==> config.mk <==
export PLATFORM = sky130hd
export DESIGN_NAME = whole_word_pattern_search
export DESIGN_NICKNAME = d
export VERILOG_FILES = /design/src/rtl/core/wwps_pkg.sv /design/src/rtl/core/wwps_cfg.sv /design/src/rtl/core/wwps_front.sv /design/src/rtl/core/wwps_queue.sv /design/src/rtl/core/wwps_back.sv /design/src/rtl/core/whole_word_pattern_search.sv
export SDC_FILE = /design/constraint.sdc
export NUM_CORES = 2
export LEC_CHECK = 0
export ABC_AREA = 1
export BUFFER_PORTS_ARGS = -buffer_cell sky130_fd_sc_hd__buf_2
export CORE_UTILIZATION = 50
export CTS_BUF_LIST = sky130_fd_sc_hd__clkbuf_4 sky130_fd_sc_hd__clkbuf_8 sky130_fd_sc_hd__clkbuf_16
export CTS_CLUSTER_DIAMETER = 40
export CTS_CLUSTER_SIZE = 14
export DETAILED_ROUTE_END_ITERATION = 8
export PLACE_DENSITY = 0.69
export SLEW_MARGIN = 10
export SYNTH_ARGS = -nofsm -noshare
export SYNTH_HDL_FRONTEND = slang
export SYNTH_HIERARCHICAL = 1
export SYNTH_SLANG_ARGS = --single-unit
==> constraint.sdc <==
create_clock -name clk_i -period 3.55 [get_ports clk_i]
set_input_delay 0.1775 -clock clk_i [delete_from_list [all_inputs] [get_ports clk_i]]
set_output_delay 0.1775 -clock clk_i [all_outputs]
set_load 0.01 [all_outputs]
==> src/rtl/core/wwps_pkg.sv <==
package wwps_pkg;

  localparam int PatternBytes = 8;
  localparam int MaxText      = 65536;
  localparam int HistDepth    = PatternBytes + 1;
  localparam int WinDepth     = PatternBytes + 2;
  localparam int IdxW         = $clog2(WinDepth);
  localparam int LenW         = 4;
  localparam int PosW         = 16;
  localparam int CountW       = $clog2(MaxText + 2);
  localparam int CfgIdxW      = 3;
  localparam int CfgDataW     = 64;
  localparam int QueueDepth   = 2;

  typedef enum logic [CfgIdxW-1:0] {
    RegPattern  = 3'd0,
    RegLength   = 3'd1,
    RegLetter0  = 3'd2,
    RegLetter1  = 3'd3,
    RegLetter2  = 3'd4,
    RegLetter3  = 3'd5,
    RegOptions  = 3'd6,
    RegStart    = 3'd7
  } cfg_reg_e;

  typedef struct packed {
    logic [8*PatternBytes-1:0] pattern_bytes;
    logic [LenW-1:0]           pattern_length;
    logic [255:0]              letters;
    logic                      case_exact;
    logic                      any_match;
    logic                      backward;
    logic [PosW-1:0]           start_position;
  } cfg_t;

  typedef struct packed {
    logic            hit_a;
    logic [PosW-1:0] pos_a;
    logic            hit_b;
    logic [PosW-1:0] pos_b;
    logic            last;
  } cand_t;

endpackage

==> src/rtl/core/wwps_cfg.sv <==
module wwps_cfg
  import wwps_pkg::*;
(
  input  logic                clk_i,
  input  logic                rst_ni,
  input  logic                cfg_valid_i,
  output logic                cfg_ready_o,
  input  logic [CfgIdxW-1:0]  cfg_index_i,
  input  logic [CfgDataW-1:0] cfg_data_i,
  output cfg_t                cfg_o
);

  cfg_t cfg_q;
  cfg_t cfg_d;

  assign cfg_ready_o = 1'b1;
  assign cfg_o       = cfg_q;

  always_comb begin
    cfg_d = cfg_q;
    if (cfg_valid_i) begin
      case (cfg_reg_e'(cfg_index_i))
        RegPattern: cfg_d.pattern_bytes  = cfg_data_i[8*PatternBytes-1:0];
        RegLength:  cfg_d.pattern_length = cfg_data_i[LenW-1:0];
        RegLetter0: cfg_d.letters[63:0]    = cfg_data_i;
        RegLetter1: cfg_d.letters[127:64]  = cfg_data_i;
        RegLetter2: cfg_d.letters[191:128] = cfg_data_i;
        RegLetter3: cfg_d.letters[255:192] = cfg_data_i;
        RegOptions: begin
          cfg_d.case_exact = cfg_data_i[0];
          cfg_d.any_match  = cfg_data_i[1];
          cfg_d.backward   = cfg_data_i[2];
        end
        RegStart:   cfg_d.start_position = cfg_data_i[PosW-1:0];
        default:    cfg_d = cfg_q;
      endcase
    end
  end

  always_ff @(posedge clk_i or negedge rst_ni) begin
    if (!rst_ni) begin
      cfg_q <= '{pattern_bytes: '0, pattern_length: LenW'(1), letters: '0,
                 case_exact: 1'b1, any_match: 1'b0, backward: 1'b0,
                 start_position: '0};
    end else begin
      cfg_q <= cfg_d;
    end
  end

endmodule

==> src/rtl/core/wwps_front.sv <==
module wwps_front
  import wwps_pkg::*;
(
  input  logic       clk_i,
  input  logic       rst_ni,
  input  cfg_t       cfg_i,
  input  logic       in_valid_i,
  output logic       in_ready_o,
  input  logic [7:0] text_byte_i,
  input  logic       last_i,
  input  logic       full_i,
  output logic       push_o,
  output cand_t      push_data_o
);

  logic [7:0]        hist_q [HistDepth];
  logic [7:0]        hist_d [HistDepth];
  logic [CountW-1:0] count_q;
  logic [CountW-1:0] count_d;

  logic [7:0]        win [WinDepth];
  logic [LenW-1:0]   m_eff;
  logic [CountW-1:0] m_ext;
  logic              mis_a;
  logic              mis_b;
  logic              ok_a;
  logic              ok_b;
  logic [7:0]        before_a;
  logic [7:0]        before_b;

  function automatic logic [7:0] fold(input logic [7:0] c);
    logic [7:0] r;
    r = c;
    if (c inside {[8'h41:8'h5A]}) begin
      r = c + 8'd32;
    end
    return r;
  endfunction

  function automatic logic byte_eq(input logic [7:0] a, input logic [7:0] b,
                                   input logic exact);
    logic r;
    r = exact ? (a == b) : (fold(a) == fold(b));
    return r;
  endfunction

  assign in_ready_o = !full_i;
  assign push_o     = in_valid_i && !full_i;

  always_comb begin
    m_eff = cfg_i.pattern_length;
    if (m_eff == '0) begin
      m_eff = LenW'(1);
    end else if (m_eff > LenW'(PatternBytes)) begin
      m_eff = LenW'(PatternBytes);
    end
    m_ext = CountW'(m_eff);

    win[0] = text_byte_i;
    for (int k = 0; k < HistDepth; k++) begin
      win[k+1] = hist_q[k];
    end

    mis_a = 1'b0;
    mis_b = 1'b0;
    for (int j = 0; j < PatternBytes; j++) begin
      if (LenW'(j) < m_eff) begin
        if (!byte_eq(win[IdxW'(m_eff) - IdxW'(j)], cfg_i.pattern_bytes[8*j +: 8],
                     cfg_i.case_exact)) begin
          mis_a = 1'b1;
        end
        if (!byte_eq(win[IdxW'(m_eff) - IdxW'(j + 1)], cfg_i.pattern_bytes[8*j +: 8],
                     cfg_i.case_exact)) begin
          mis_b = 1'b1;
        end
      end
    end

    before_a = win[IdxW'(m_eff) + IdxW'(1)];
    before_b = win[IdxW'(m_eff)];

    ok_a = cfg_i.any_match ||
           (!((count_q > m_ext) && cfg_i.letters[before_a]) &&
            !cfg_i.letters[text_byte_i]);
    ok_b = cfg_i.any_match ||
           !(((count_q + CountW'(1)) > m_ext) && cfg_i.letters[before_b]);

    push_data_o.hit_a = (count_q <= CountW'(MaxText)) && (count_q >= m_ext) &&
                        !mis_a && ok_a;
    push_data_o.pos_a = PosW'(count_q - m_ext);
    push_data_o.hit_b = last_i && (count_q < CountW'(MaxText)) &&
                        ((count_q + CountW'(1)) >= m_ext) && !mis_b && ok_b;
    push_data_o.pos_b = PosW'(count_q + CountW'(1) - m_ext);
    push_data_o.last  = last_i;
  end

  always_comb begin
    hist_d  = hist_q;
    count_d = count_q;
    if (push_o) begin
      if (last_i) begin
        for (int k = 0; k < HistDepth; k++) begin
          hist_d[k] = '0;
        end
        count_d = '0;
      end else begin
        if (count_q < CountW'(MaxText)) begin
          hist_d[0] = text_byte_i;
          for (int k = 1; k < HistDepth; k++) begin
            hist_d[k] = hist_q[k-1];
          end
        end
        if (count_q < CountW'(MaxText + 1)) begin
          count_d = count_q + CountW'(1);
        end
      end
    end
  end

  always_ff @(posedge clk_i or negedge rst_ni) begin
    if (!rst_ni) begin
      for (int k = 0; k < HistDepth; k++) begin
        hist_q[k] <= '0;
      end
      count_q <= '0;
    end else begin
      hist_q  <= hist_d;
      count_q <= count_d;
    end
  end

endmodule

==> src/rtl/core/wwps_queue.sv <==
module wwps_queue
  import wwps_pkg::*;
(
  input  logic  clk_i,
  input  logic  rst_ni,
  input  logic  push_i,
  input  cand_t push_data_i,
  output logic  full_o,
  input  logic  pop_i,
  output logic  valid_o,
  output cand_t data_o
);

  localparam int PtrW = (QueueDepth > 1) ? $clog2(QueueDepth) : 1;
  localparam int CntW = $clog2(QueueDepth + 1);

  cand_t           mem_q [QueueDepth];
  logic [PtrW-1:0] wr_q;
  logic [PtrW-1:0] wr_d;
  logic [PtrW-1:0] rd_q;
  logic [PtrW-1:0] rd_d;
  logic [CntW-1:0] cnt_q;
  logic [CntW-1:0] cnt_d;

  function automatic logic [PtrW-1:0] next_ptr(input logic [PtrW-1:0] ptr);
    logic [PtrW-1:0] r;
    r = (ptr == PtrW'(QueueDepth - 1)) ? '0 : ptr + PtrW'(1);
    return r;
  endfunction

  assign full_o  = (cnt_q == CntW'(QueueDepth));
  assign valid_o = (cnt_q != '0);
  assign data_o  = mem_q[rd_q];

  always_comb begin
    wr_d  = push_i ? next_ptr(wr_q) : wr_q;
    rd_d  = pop_i ? next_ptr(rd_q) : rd_q;
    cnt_d = cnt_q;
    if (push_i && !pop_i) begin
      cnt_d = cnt_q + CntW'(1);
    end else if (pop_i && !push_i) begin
      cnt_d = cnt_q - CntW'(1);
    end
  end

  always_ff @(posedge clk_i) begin
    if (push_i) begin
      mem_q[wr_q] <= push_data_i;
    end
  end

  always_ff @(posedge clk_i or negedge rst_ni) begin
    if (!rst_ni) begin
      wr_q  <= '0;
      rd_q  <= '0;
      cnt_q <= '0;
    end else begin
      wr_q  <= wr_d;
      rd_q  <= rd_d;
      cnt_q <= cnt_d;
    end
  end

endmodule

==> src/rtl/core/wwps_back.sv <==
module wwps_back
  import wwps_pkg::*;
(
  input  logic            clk_i,
  input  logic            rst_ni,
  input  cfg_t            cfg_i,
  input  logic            q_valid_i,
  input  cand_t           q_data_i,
  output logic            pop_o,
  output logic            out_valid_o,
  input  logic            out_ready_i,
  output logic            found_o,
  output logic [PosW-1:0] position_o
);

  logic            seen_q;
  logic            seen_d;
  logic [PosW-1:0] off_q;
  logic [PosW-1:0] off_d;
  logic            out_valid_q;
  logic            out_valid_d;
  logic            found_q;
  logic            found_d;
  logic [PosW-1:0] position_q;
  logic [PosW-1:0] position_d;
  logic            seen_a;
  logic [PosW-1:0] off_a;
  logic            seen_b;
  logic [PosW-1:0] off_b;

  assign pop_o       = q_valid_i && (!q_data_i.last || !out_valid_q || out_ready_i);
  assign out_valid_o = out_valid_q;
  assign found_o     = found_q;
  assign position_o  = position_q;

  always_comb begin
    seen_a = seen_q;
    off_a  = off_q;
    if (q_data_i.hit_a &&
        (cfg_i.backward || (!seen_q && (q_data_i.pos_a >= cfg_i.start_position)))) begin
      seen_a = 1'b1;
      off_a  = q_data_i.pos_a;
    end
    seen_b = seen_a;
    off_b  = off_a;
    if (q_data_i.hit_b &&
        (cfg_i.backward || (!seen_a && (q_data_i.pos_b >= cfg_i.start_position)))) begin
      seen_b = 1'b1;
      off_b  = q_data_i.pos_b;
    end

    seen_d      = seen_q;
    off_d       = off_q;
    out_valid_d = out_valid_q && !out_ready_i;
    found_d     = found_q;
    position_d  = position_q;
    if (pop_o) begin
      if (q_data_i.last) begin
        seen_d      = 1'b0;
        off_d       = '0;
        out_valid_d = 1'b1;
        found_d     = seen_b;
        position_d  = seen_b ? off_b : '0;
      end else begin
        seen_d = seen_b;
        off_d  = off_b;
      end
    end
  end

  always_ff @(posedge clk_i or negedge rst_ni) begin
    if (!rst_ni) begin
      seen_q      <= 1'b0;
      off_q       <= '0;
      out_valid_q <= 1'b0;
    end else begin
      seen_q      <= seen_d;
      off_q       <= off_d;
      out_valid_q <= out_valid_d;
    end
  end

  always_ff @(posedge clk_i) begin
    found_q    <= found_d;
    position_q <= position_d;
  end

endmodule

==> src/rtl/core/whole_word_pattern_search.sv <==
// Whole-word pattern search over a byte stream.
// Text arrives one byte per beat on the input channel (text_byte_i, last_i);
// last_i marks the final byte of a text. Exactly one result beat (found_o,
// position_o) follows each text, giving the first match at or after the
// start position in forward mode, or the last match in backward mode.
// Configuration registers are written through the cfg channel, which is
// always ready; they should only be changed between texts.
// Throughput is one text byte per cycle while the queue is not full; the
// window compare in the front stage is fully parallel and the back stage
// retires one entry per cycle unless a final entry awaits a stalled result.
// The result beat is registered: the queue takes the classified final byte,
// then the back stage pops it and loads the result register.
// A two-entry queue separates front and back, so while a result beat is
// stalled by the receiver, text bytes are still taken until the queue fills.
// Reset clears the history, counters and match state, and restores the
// registers to their reset values (pattern length one, case-sensitive,
// whole-word, forward). No clearing pass is needed after reset.
module whole_word_pattern_search
  import wwps_pkg::*;
(
  input  logic                clk_i,
  input  logic                rst_ni,
  input  logic                cfg_valid_i,
  output logic                cfg_ready_o,
  input  logic [CfgIdxW-1:0]  cfg_index_i,
  input  logic [CfgDataW-1:0] cfg_data_i,
  input  logic                in_valid_i,
  output logic                in_ready_o,
  input  logic [7:0]          text_byte_i,
  input  logic                last_i,
  output logic                out_valid_o,
  input  logic                out_ready_i,
  output logic                found_o,
  output logic [PosW-1:0]     position_o
);

  cfg_t  cfg;
  logic  push;
  cand_t push_data;
  logic  full;
  logic  pop;
  logic  q_valid;
  cand_t q_data;

  wwps_cfg u_cfg (
    .clk_i       (clk_i),
    .rst_ni      (rst_ni),
    .cfg_valid_i (cfg_valid_i),
    .cfg_ready_o (cfg_ready_o),
    .cfg_index_i (cfg_index_i),
    .cfg_data_i  (cfg_data_i),
    .cfg_o       (cfg)
  );

  wwps_front u_front (
    .clk_i       (clk_i),
    .rst_ni      (rst_ni),
    .cfg_i       (cfg),
    .in_valid_i  (in_valid_i),
    .in_ready_o  (in_ready_o),
    .text_byte_i (text_byte_i),
    .last_i      (last_i),
    .full_i      (full),
    .push_o      (push),
    .push_data_o (push_data)
  );

  wwps_queue u_queue (
    .clk_i       (clk_i),
    .rst_ni      (rst_ni),
    .push_i      (push),
    .push_data_i (push_data),
    .full_o      (full),
    .pop_i       (pop),
    .valid_o     (q_valid),
    .data_o      (q_data)
  );

  wwps_back u_back (
    .clk_i       (clk_i),
    .rst_ni      (rst_ni),
    .cfg_i       (cfg),
    .q_valid_i   (q_valid),
    .q_data_i    (q_data),
    .pop_o       (pop),
    .out_valid_o (out_valid_o),
    .out_ready_i (out_ready_i),
    .found_o     (found_o),
    .position_o  (position_o)
  );

endmodule

==> flow_summary.ini <==
[cells_and_area]
fin_util = 0.643
fill_cells = 7020
multi_input_area_um2 = 22900
drive_above_1_share = 0.183
final_nets = 6526
seq_area_um2 = 14000
area_growth_pct = 27.2

[power]
power_w = 0.0427
ir_drop_mv = 0.517
powerDensity_nw_per_um2 = 858
leakage_nw = 24.8

[floorplan]
initial_core_util = 0.505
die-width_um = 282
std_cell_rows = 102
die_y_um = 282
die-area_um2 = 79300
io_pins = 101
coreArea_um2 = 77300

[synthesis]
synthCells = 5872
yosys_warnings = 6
syn_area_um2 = 39100
ys_ff_latch = 541
async_flop_share = 0.839
synth_edf_count = 87
synth_area_leaders = dfrtp_1 (29%), nand2_1 (21%), nand3_1 (13%)
yosysSeqAreaShare = 0.358
syn-num-nets = 6023
synthFlopType = dfrtp_1
synth.avg_cell_area_um2 = 6.66
synth_top_area_share = 0.289
yosysTopAreaCell = dfrtp_1
ys_types = 65

[sta]
slew_headroom = 0.348
finClkSkew_ps = 46.3
whs_ps = 33.5
rsz0062_at_grt = true
worstMarginPinSlew_ps = 977
final.setup.tns_ps = -363
setup_slack_ps = -117
drv_slew = 0
finalCritPeriodShare = 1.03
min_period_ps = 3670
fmax_mhz = 273
hold_violations = 0
finalSetupViolCount = 4

[grt]
grt_overflow_total = 0
antenna_found_initial = 2
grt.total_usage = 0.409
grt_pass1_wl_mm = 246
grt_pass1_vias = 40651
grt_start_max_net_pins = 134

[clock_network]
htreeDepth = 3
cts_tree = done
clock_latency_ps = 670
clkTransAtPathRegs_ps = 60
cts_root_buf = clkbuf_16
numCtsBuffers = 95
cts_buffer_depth = 3
clock_sinks = 541

[critical_path]
r2r_start = u_cfg/cfg_o[277]
cpMostUsedCell = nand3_1
reg2reg_to = u_queue/mem_q[1][17]
cp_slowest_cell = dfrtp_1
r2r_cells = 21
startpoint = u_cfg/cfg_o[277]
path_max_fanout = 13
cp-start-kind = register
cp_cell_sequence = buf_6, o21ai_4, buf_6, buf_4, nand3_1, nand3_1, nand3_1, nand3_4, buf_4, buf_12, buf_4, nand3_1, o211ai_1, a21oi_1, nand2_1, nand3_1, nand3_1, nand3_2, nand3_1, nand3_1, nor2_2
worstPathArrival_ps = 4190
worstSetupEndpointType = register
slowest_delay_ps = 410
worstSetupPathType = register to register
worst_ep_required_time_ps = 4070
r2r_slack_ps = -120

[min_path]
worstHoldEndpoint = u_front/hist_q[69]
hp-class = input port to register
worstHoldStart = text_byte_i[5]
min_path_cells = 3

[run_status]
status = finished, violations left
failed_checks = setup timing

[routing]
postRouteAntennaNets = 0
route.vias.total = 44049
vias_per_cell = 5.87
routed_wl_mm = 165
wl_per_cell_um = 22.1
drc = 0
dr.first_iter.drc_count = 5537
drt-pass1-iter-count = 7

[place]
place.port_buffers = 99
hpwl_mm = 118
gp_congestion = 1.05

[flow_run]
drv_cap = 0
==> state kept, by name, indices dropped and copies added (netlist names) <==
register            count
u_back/found_o          1
u_back/off_q           16
u_back/out_valid_o      1
u_back/position_o      16
u_back/seen_q           1
u_cfg/cfg_o           343
u_front/count_q        17
u_front/hist_q         72
u_queue/cnt_q           2
u_queue/mem_q          70
u_queue/rd_q            1
u_queue/wr_q            1
==> placed cells by master (no fill, tap or decap), types with 87 or more instances in the layout <==
cell,count
nand2_1,2139
nand3_1,922
buf_4,467
dfrtp_1,450
inv_1,379
o21ai_0,336
nor2_1,299
a21oi_1,121
xor2_1,110
clkbuf_16,100
buf_2,96
edfxtp_1,87
==> critical path: cells and delay by family (launching register included) <==
family                 cells  cell delay (ps)
buffers and inverters      6             1060
AOI/OAI and AO/OA          3              490
DFF                        1              410
and+or+nand+nor           12             1540
==> cells in the mapped netlist, drive strengths merged (2+ instances only) <==
library cell,number
nand2,2216
ha,68
or2,6
dfrtp,452
nand3,995
nand4,42
xor2,111
xnor2,18
edfxtp,87
a21oi,130
o32ai,6
clkbuf,155
nor4,7
a221oi,3
o21bai,5
o2111ai,10
a31oi,5
inv,410
o221ai,11
o21a,4
o31ai,19
dfstp,2
and2,6
o22ai,50
clkinv,4
buf,174
nand3b,9
nor3,33
o211ai,28
fa,2
o21ai,402
mux2,35
nor2,358
==> layout make-up <==
class,count,share of cell area
Antenna cell,3,0.000151
Timing Repair Buffer,735,0.131
Multi-Input combinational cell,4588,0.461
Inverter,414,0.0316
Sequential cell,541,0.281
Clock inverter,74,0.0179
Tap cell,1040,0.0262
Clock buffer,104,0.0505
==> layer usage <==
metal	wire length (µm)	track usage
met3	16800	0.0863
met4	9750	0.206
met2	72500	0.628
met1	66500	0.545
met5	18	0
==> where the power goes <==
group	internal, W	switching (W)
clock network	0.00589	0.00377
registers	0.00803	0.00134
logic	0.00927	0.0144
total	0.0232	0.0195
==> per-stage QoR <==
stage               instances  setup slack [ps]  cell area, µm²
floorplan                5872              3.46           39100
global placement         7188              -291           43900
detailed placement       7188              -328           43900
CTS                      7477              1.61           49100
global route             7496              -317           49700
finish                   7499              -117           49700
==> cells by family after synthesis <==
logic type,Yosys count,share of synthesized area
flip-flops,541,0.358
AND/OR/NAND/NOR,3674,0.398
multiplexers,35,0.0129
XOR/XNOR,129,0.0293
adder cells (fa/ha/maj),70,0.0228
buffers and inverters,743,0.0813
AO/OA/AOI/OAI,679,0.0985
other,1,0.0000960
==> timing repair <==
action / CTS / global route
pin swaps: 34 / 57
gates cloned: 5 / 3
resized for setup: 146 / 113
hold endpoints to repair: 413 / 0
hold buffers: 72 / 0
buffers inserted: 34 / 16
endpoints found under the setup margin: 4 / 8
==> how the worst max path moves through the flow <==
stage,slack (ps),to,cells after the start
4_1_cts,2,u_queue/mem_q[0][34],27
5_1_grt,-320,u_queue/mem_q[1][17],25
6_report,-120,u_queue/mem_q[1][17],21
2_1_floorplan,3,u_queue/mem_q[0][17],29
3_3_place_gp,-290,u_queue/mem_q[0][34],27
3_5_place_dp,-330,u_queue/mem_q[0][34],26
Power figures use the tool's default switching activity.
